--- src/rtl/core/ptbl_pkg.sv ---
// Shared types, constants and codes for the per-user token bucket limiter.
`default_nettype none

package ptbl_pkg;

   // Table size and tick rate
   localparam int USERS            = 1024;
   localparam int TICKS_PER_SECOND = 1000;

   // Fixed field widths
   localparam int IDX_W   = 10;
   localparam int TICK_W  = 32;
   localparam int TOKEN_W = 8;

   // Table addressing and clearing sweep
   localparam int ADDR_W = (USERS > 1) ? $clog2(USERS) : 1;
   localparam int CLR_W  = $clog2(USERS + 1);

   // Reciprocal for floor(delta / TICKS_PER_SECOND), exact over 32-bit deltas
   localparam int              RECIP_LOG   = $clog2(TICKS_PER_SECOND);
   localparam int              RECIP_SHIFT = TICK_W + RECIP_LOG;
   localparam logic [63:0]     RECIP_NUM   = 64'd1 << RECIP_SHIFT;
   localparam logic [63:0]     RECIP_FULL  = (RECIP_NUM + 64'(TICKS_PER_SECOND) - 64'd1)
                                             / 64'(TICKS_PER_SECOND);
   localparam int              RECIP_W     = TICK_W + 1;
   localparam logic [RECIP_W-1:0] RECIP_MULT = RECIP_FULL[RECIP_W-1:0];
   localparam int              PROD_W      = TICK_W + RECIP_W;
   localparam int              GAIN_W      = TICK_W + TOKEN_W;

   // Register indexes
   localparam logic CSR_CAPACITY = 1'b0;
   localparam logic CSR_REFILL   = 1'b1;

   // Register reset values
   localparam logic [TOKEN_W-1:0] CAPACITY_RESET = 8'd2;
   localparam logic [TOKEN_W-1:0] REFILL_RESET   = 8'd2;

   // One table entry
   typedef struct packed {
      logic                 valid;
      logic [TOKEN_W-1:0]   tokens;
      logic [TICK_W-1:0]    stamp;
   } entry_type;

   // Verdict for one request
   typedef struct packed {
      logic                 allowed;
      logic [TOKEN_W-1:0]   tokens_left;
   } verdict_type;

endpackage

`default_nettype wire

--- src/rtl/core/ptbl_refill.sv ---
// Refill and take datapath: elapsed seconds, token gain, saturation, verdict.
`default_nettype none

module ptbl_refill (
   input  wire logic                              clock,
   input  wire logic                              reset,
   input  wire logic                              start,
   input  wire ptbl_pkg::entry_type               entry,
   input  wire logic [ptbl_pkg::TICK_W-1:0]       now,
   input  wire logic [ptbl_pkg::TOKEN_W-1:0]      capacity,
   input  wire logic [ptbl_pkg::TOKEN_W-1:0]      refill,
   output      logic                              done,
   output      ptbl_pkg::verdict_type             verdict
);

   logic [2:0] stg_ff;
   logic [2:0] stg_in;

   logic                            seen_ff;
   logic [ptbl_pkg::TOKEN_W-1:0]    tokens_ff;
   logic [ptbl_pkg::TICK_W-1:0]     delta_ff;
   logic [ptbl_pkg::PROD_W-1:0]     prod_ff;
   logic [ptbl_pkg::GAIN_W-1:0]     gain_ff;
   ptbl_pkg::verdict_type           verdict_ff;
   logic                            done_ff;

   logic [ptbl_pkg::TICK_W-1:0]     secs;
   logic [ptbl_pkg::GAIN_W:0]       level_sum;
   logic [ptbl_pkg::TOKEN_W-1:0]    level;
   ptbl_pkg::verdict_type           verdict_in;

   assign stg_in = {stg_ff[1:0], start};

   // Whole seconds: multiply by reciprocal, keep the high part
   assign secs = ptbl_pkg::TICK_W'(prod_ff >> ptbl_pkg::RECIP_SHIFT);

   always_comb begin
      level_sum = {1'b0, gain_ff} + (ptbl_pkg::GAIN_W + 1)'(tokens_ff);
      if (!seen_ff) begin
         level = capacity;
      end else if (level_sum > (ptbl_pkg::GAIN_W + 1)'(capacity)) begin
         level = capacity;
      end else begin
         level = level_sum[ptbl_pkg::TOKEN_W-1:0];
      end
      verdict_in.allowed     = (level != '0);
      verdict_in.tokens_left = (level != '0) ? level - ptbl_pkg::TOKEN_W'(1) : '0;
   end

   always_ff @(posedge clock) begin
      if (reset) begin
         stg_ff  <= '0;
         done_ff <= 1'b0;
      end else begin
         stg_ff  <= stg_in;
         done_ff <= stg_ff[2];
      end
   end

   always_ff @(posedge clock) begin
      if (start) begin
         seen_ff   <= entry.valid;
         tokens_ff <= entry.tokens;
         delta_ff  <= now - entry.stamp;
      end
      if (stg_ff[0]) begin
         prod_ff <= ptbl_pkg::PROD_W'(delta_ff) * ptbl_pkg::PROD_W'(ptbl_pkg::RECIP_MULT);
      end
      if (stg_ff[1]) begin
         gain_ff <= ptbl_pkg::GAIN_W'(secs) * ptbl_pkg::GAIN_W'(refill);
      end
      if (stg_ff[2]) begin
         verdict_ff <= verdict_in;
      end
   end

   assign done    = done_ff;
   assign verdict = verdict_ff;

endmodule

`default_nettype wire

--- config.mk ---
export PLATFORM = sky130hd
export DESIGN_NAME = ptbl_refill
export DESIGN_NICKNAME = d
export VERILOG_FILES = /design/src/rtl/core/ptbl_pkg.sv /design/src/rtl/core/ptbl_refill.sv
export SDC_FILE = /design/constraint.sdc
export NUM_CORES = 2
export LEC_CHECK = 0
export ABC_CLOCK_PERIOD_IN_PS = 7700
export BUFFER_PORTS_ARGS = -buffer_cell sky130_fd_sc_hd__buf_2
export CAP_MARGIN = 20
export CORE_ASPECT_RATIO = 0.5
export CORE_MARGIN = 4
export CORE_UTILIZATION = 55
export CTS_BUF_LIST = sky130_fd_sc_hd__clkbuf_8
export CTS_CLUSTER_SIZE = 30
export DETAILED_ROUTE_END_ITERATION = 7
export PLACE_DENSITY_LB_ADDON = 0.15
export SLEW_MARGIN = 25
export SYNTH_ARGS = -nofsm -noshare
export SYNTH_HDL_FRONTEND = slang
export SYNTH_SLANG_ARGS = --single-unit
--- constraint.sdc ---
create_clock -name clock -period 7.7 [get_ports clock]
set_input_delay 0.385 -clock clock [delete_from_list [all_inputs] [get_ports clock]]
set_output_delay 0.385 -clock clock [all_outputs]
set_load 0.05 [all_outputs]
==> results.yml <==
status:
  status: "complete, no violations"
logic_synthesis:
  synth_ff_type: "edfxtp_1"
  synth_edf_count: 104
  synth_area_um2: 25630
  seq_area_frac_synth_pct: 12.50
  async_flop_share_pct: 0
  postSynthCellCount: 2591
  ys_types: 64
  synth_top_area_share_pct: 33.27
  synth.area.top_cells: "fa_1 33%, ha_1 24%, edfxtp_1 12%, inv_1 10%, and2_1 2.4%"
  synth_area_leader_cell: "fa_1"
  ys_seq_elements: 108
  yosys_warnings: 0
  syn_nets: 3596
  syn_area_per_cell_um2: 9.892
sta:
  min_period_ns: 7.307
  final_max_slew_viol_count: 0
  hold_viol_final: 0
  finalSetupViolCount: 0
  fin_worst_skew_ns: 0.02868
  max_slew_margin_pct: 54.99
  tightest_slew_ns: 0.6751
  fmax_mhz: 136.9
  period_share_pct: 94.90
global_route:
  use_met3_pct: 4.113
  grt_overflow_total: 0
  busiest_layer: "met2"
  track_usage_pct: 24.01
  grtUsageMet2_pct: 40.54
  grt_pass1_wl_um: 96370
  antenna_found_initial: 0
  met1_usage_pct: 33.15
  grt_pass1_vias: 18870
  grt_max_degree: 43
route:
  ant_nets: 0
  drt_pre_antenna_iters: 5
  wl_um: 57240
  viasPerCell: 5.192
  drtIter0Drc: 800
  wl_per_cell_um: 17.01
  via_count: 17470
  drc: 0
setup_path:
  arrival_ns: 7.52
  critical_path_class: "flop to flop"
  crit_fanout: 8
  crit_path_start_kind: "flop"
  required_ns: 7.91
  endpoint_kind: "flop"
floorplanning:
  row_count: 55
  dieArea_um2: 50330
  die_w_um: 313.3
  core_um2: 45630
  ioPinCount: 102
  initial_core_util_pct: 56.18
  die_h_um: 160.6
hold_path:
  hp-class: "primary input to flop"
clock_network:
  clk_pin_slew_worst_paths_ns: 0.14
  clk_path_buf_depth: 2
  cts-root-buf: "clkbuf_8"
  cts_tree: "yes"
  htreeDepth: 3
  cts.sinks: 108
  cts_buffers: 9
  clock_latency_ns: 0.45
place:
  gp_congestion: 0.9539
  place_hpwl_um: 51000
  io_buffer_count: 101
final_layout:
  nets: 3738
  area.growth.synth_to_final_pct: 7.049
  fillers: 3937
  final_layout_size_suffix_gt1_share_pct: 6.976
  utilization_pct: 60.14
  n_antenna_cell: 0
run:
  max-cap-violations: 0
==> final timing paths <==
path | startpoint | to | slack (ns) | cells after the start
setup / recovery | delta_ff[11] | prod_ff[64] | 0.39 | 22
hold / removal | entry[32] | tokens_ff[0] | 0.11 | 1
setup reg to reg | delta_ff[11] | prod_ff[64] | 0.39 | 22
hold reg to reg | stg_ff[2] | verdict[5] | 0.72 | 0
==> cells in the mapped netlist (4+ instances only) <==
master,instances
inv_1,701
nor3_1,21
o21bai_1,11
or3_1,6
xnor2_1,65
a221oi_1,4
and2_1,98
clkbuf_1,18
a21o_1,44
nand2b_1,10
a21boi_0,8
nor2b_1,22
nand3_1,24
xor2_1,24
or2_2,8
o21a_1,14
a21oi_1,97
a211oi_1,8
o21ai_0,52
o211ai_1,9
o31ai_1,9
a31oi_1,12
edfxtp_1,104
nor3b_1,5
and3_1,20
nor2_1,62
nand2_1,145
ha_1,487
nor4_1,7
dfxtp_1,4
mux2i_1,10
fa_1,426
o31a_1,5
nand4_1,14
==> logic make-up (layout without fill, tap and decap cells) <==
kind of cell / after synthesis / after routing / share of synthesized area (%)
buf+inv: 720 / 867 / 10.57
xor+xnor: 89 / 89 / 3.041
fa+ha+maj: 913 / 913 / 57.05
mux: 14 / 14 / 0.6395
compound gates: 292 / 292 / 7.161
flops: 108 / 108 / 12.50
simple gates: 455 / 455 / 9.041
==> repair_timing <==
item / in CTS / in global routing
endpoints found under the hold margin: 0 / 0
resized for setup: 0 / 7
buffers inserted: 0 / 3
hold buffers: 0 / 0
setup endpoints to repair: 0 / 11
==> sequential cells by signal, indices dropped and copies added (netlist names) <==
register	cells
delta_ff	32
done	1
gain_ff	31
prod_ff	23
seen_ff	1
stg_ff	3
tokens_ff	8
verdict	9
==> layout make-up <==
cell class                 instances  area (um^2)  share of cell area (%)
inverter                         701         2631                   9.590
tap                              627        784.5                   2.859
multi-input combinational       1763        19730                   71.92
clock buffer                       9        123.9                  0.4515
clock inverter                     7        86.33                  0.3147
timing repair buffer             150        873.3                   3.183
sequential                       108         3204                   11.68
==> routing by layer <==
metal | wire [um] | share of wire, %
met5 | 0 | 0
met4 | 883 | 1.5
met3 | 2631 | 4.6
met2 | 26850 | 47
met1 | 26880 | 47
==> through the flow <==
step / std cells / TNS (ns) / worst slack (ns) / area [um^2] / hold slack (ns)
global placement: 3346 / 0 / 0.2773 / 27190 / 0.5625
global route: 3365 / -0.01187 / -0.01187 / 27440 / 0.05173
finish: 3365 / 0 / 0.3930 / 27440 / 0.1050
detailed placement: 3346 / 0 / 0.2597 / 27190 / 0.5636
CTS: 3362 / 0 / 0.1755 / 27400 / 0.06741
floorplan: 2591 / 0 / 0.9043 / 25630 / 0.4566
==> layout by cell type (no fill, tap or decap), types with 14 or more instances in the layout <==
cell | Yosys | routed
inv_1 | 701 | 701
ha_1 | 487 | 487
fa_1 | 426 | 426
nand2_1 | 145 | 145
edfxtp_1 | 104 | 104
buf_2 | 0 | 101
and2_1 | 98 | 98
a21oi_1 | 97 | 97
xnor2_1 | 65 | 65
nor2_1 | 62 | 62
o21ai_0 | 52 | 50
buf_4 | 0 | 49
a21o_1 | 44 | 44
xor2_1 | 24 | 24
nand3_1 | 24 | 24
nor2b_1 | 22 | 21
nor3_1 | 21 | 21
and3_1 | 20 | 20
nand4_1 | 14 | 14
o21a_1 | 14 | 14
==> critical path, stage by stage, from the launching register on <==
cell	delay [ns]
edfxtp_1	0.62
ha_1	0.41
fa_1	0.42
fa_1	0.54
inv_1	0.05
fa_1	0.49
inv_1	0.05
fa_1	0.52
fa_1	0.45
fa_1	0.54
inv_1	0.05
fa_1	0.50
inv_1	0.04
ha_1	0.34
a21oi_1	0.27
o21ai_0	0.19
o211ai_1	0.50
a21boi_2	0.14
a31oi_1	0.20
buf_4	0.14
a21oi_1	0.09
a221o_1	0.33
a21o_1	0.19
Power is not shown: default switching activity piles up to over one toggle a cycle in this logic, so the estimate is an artifact.
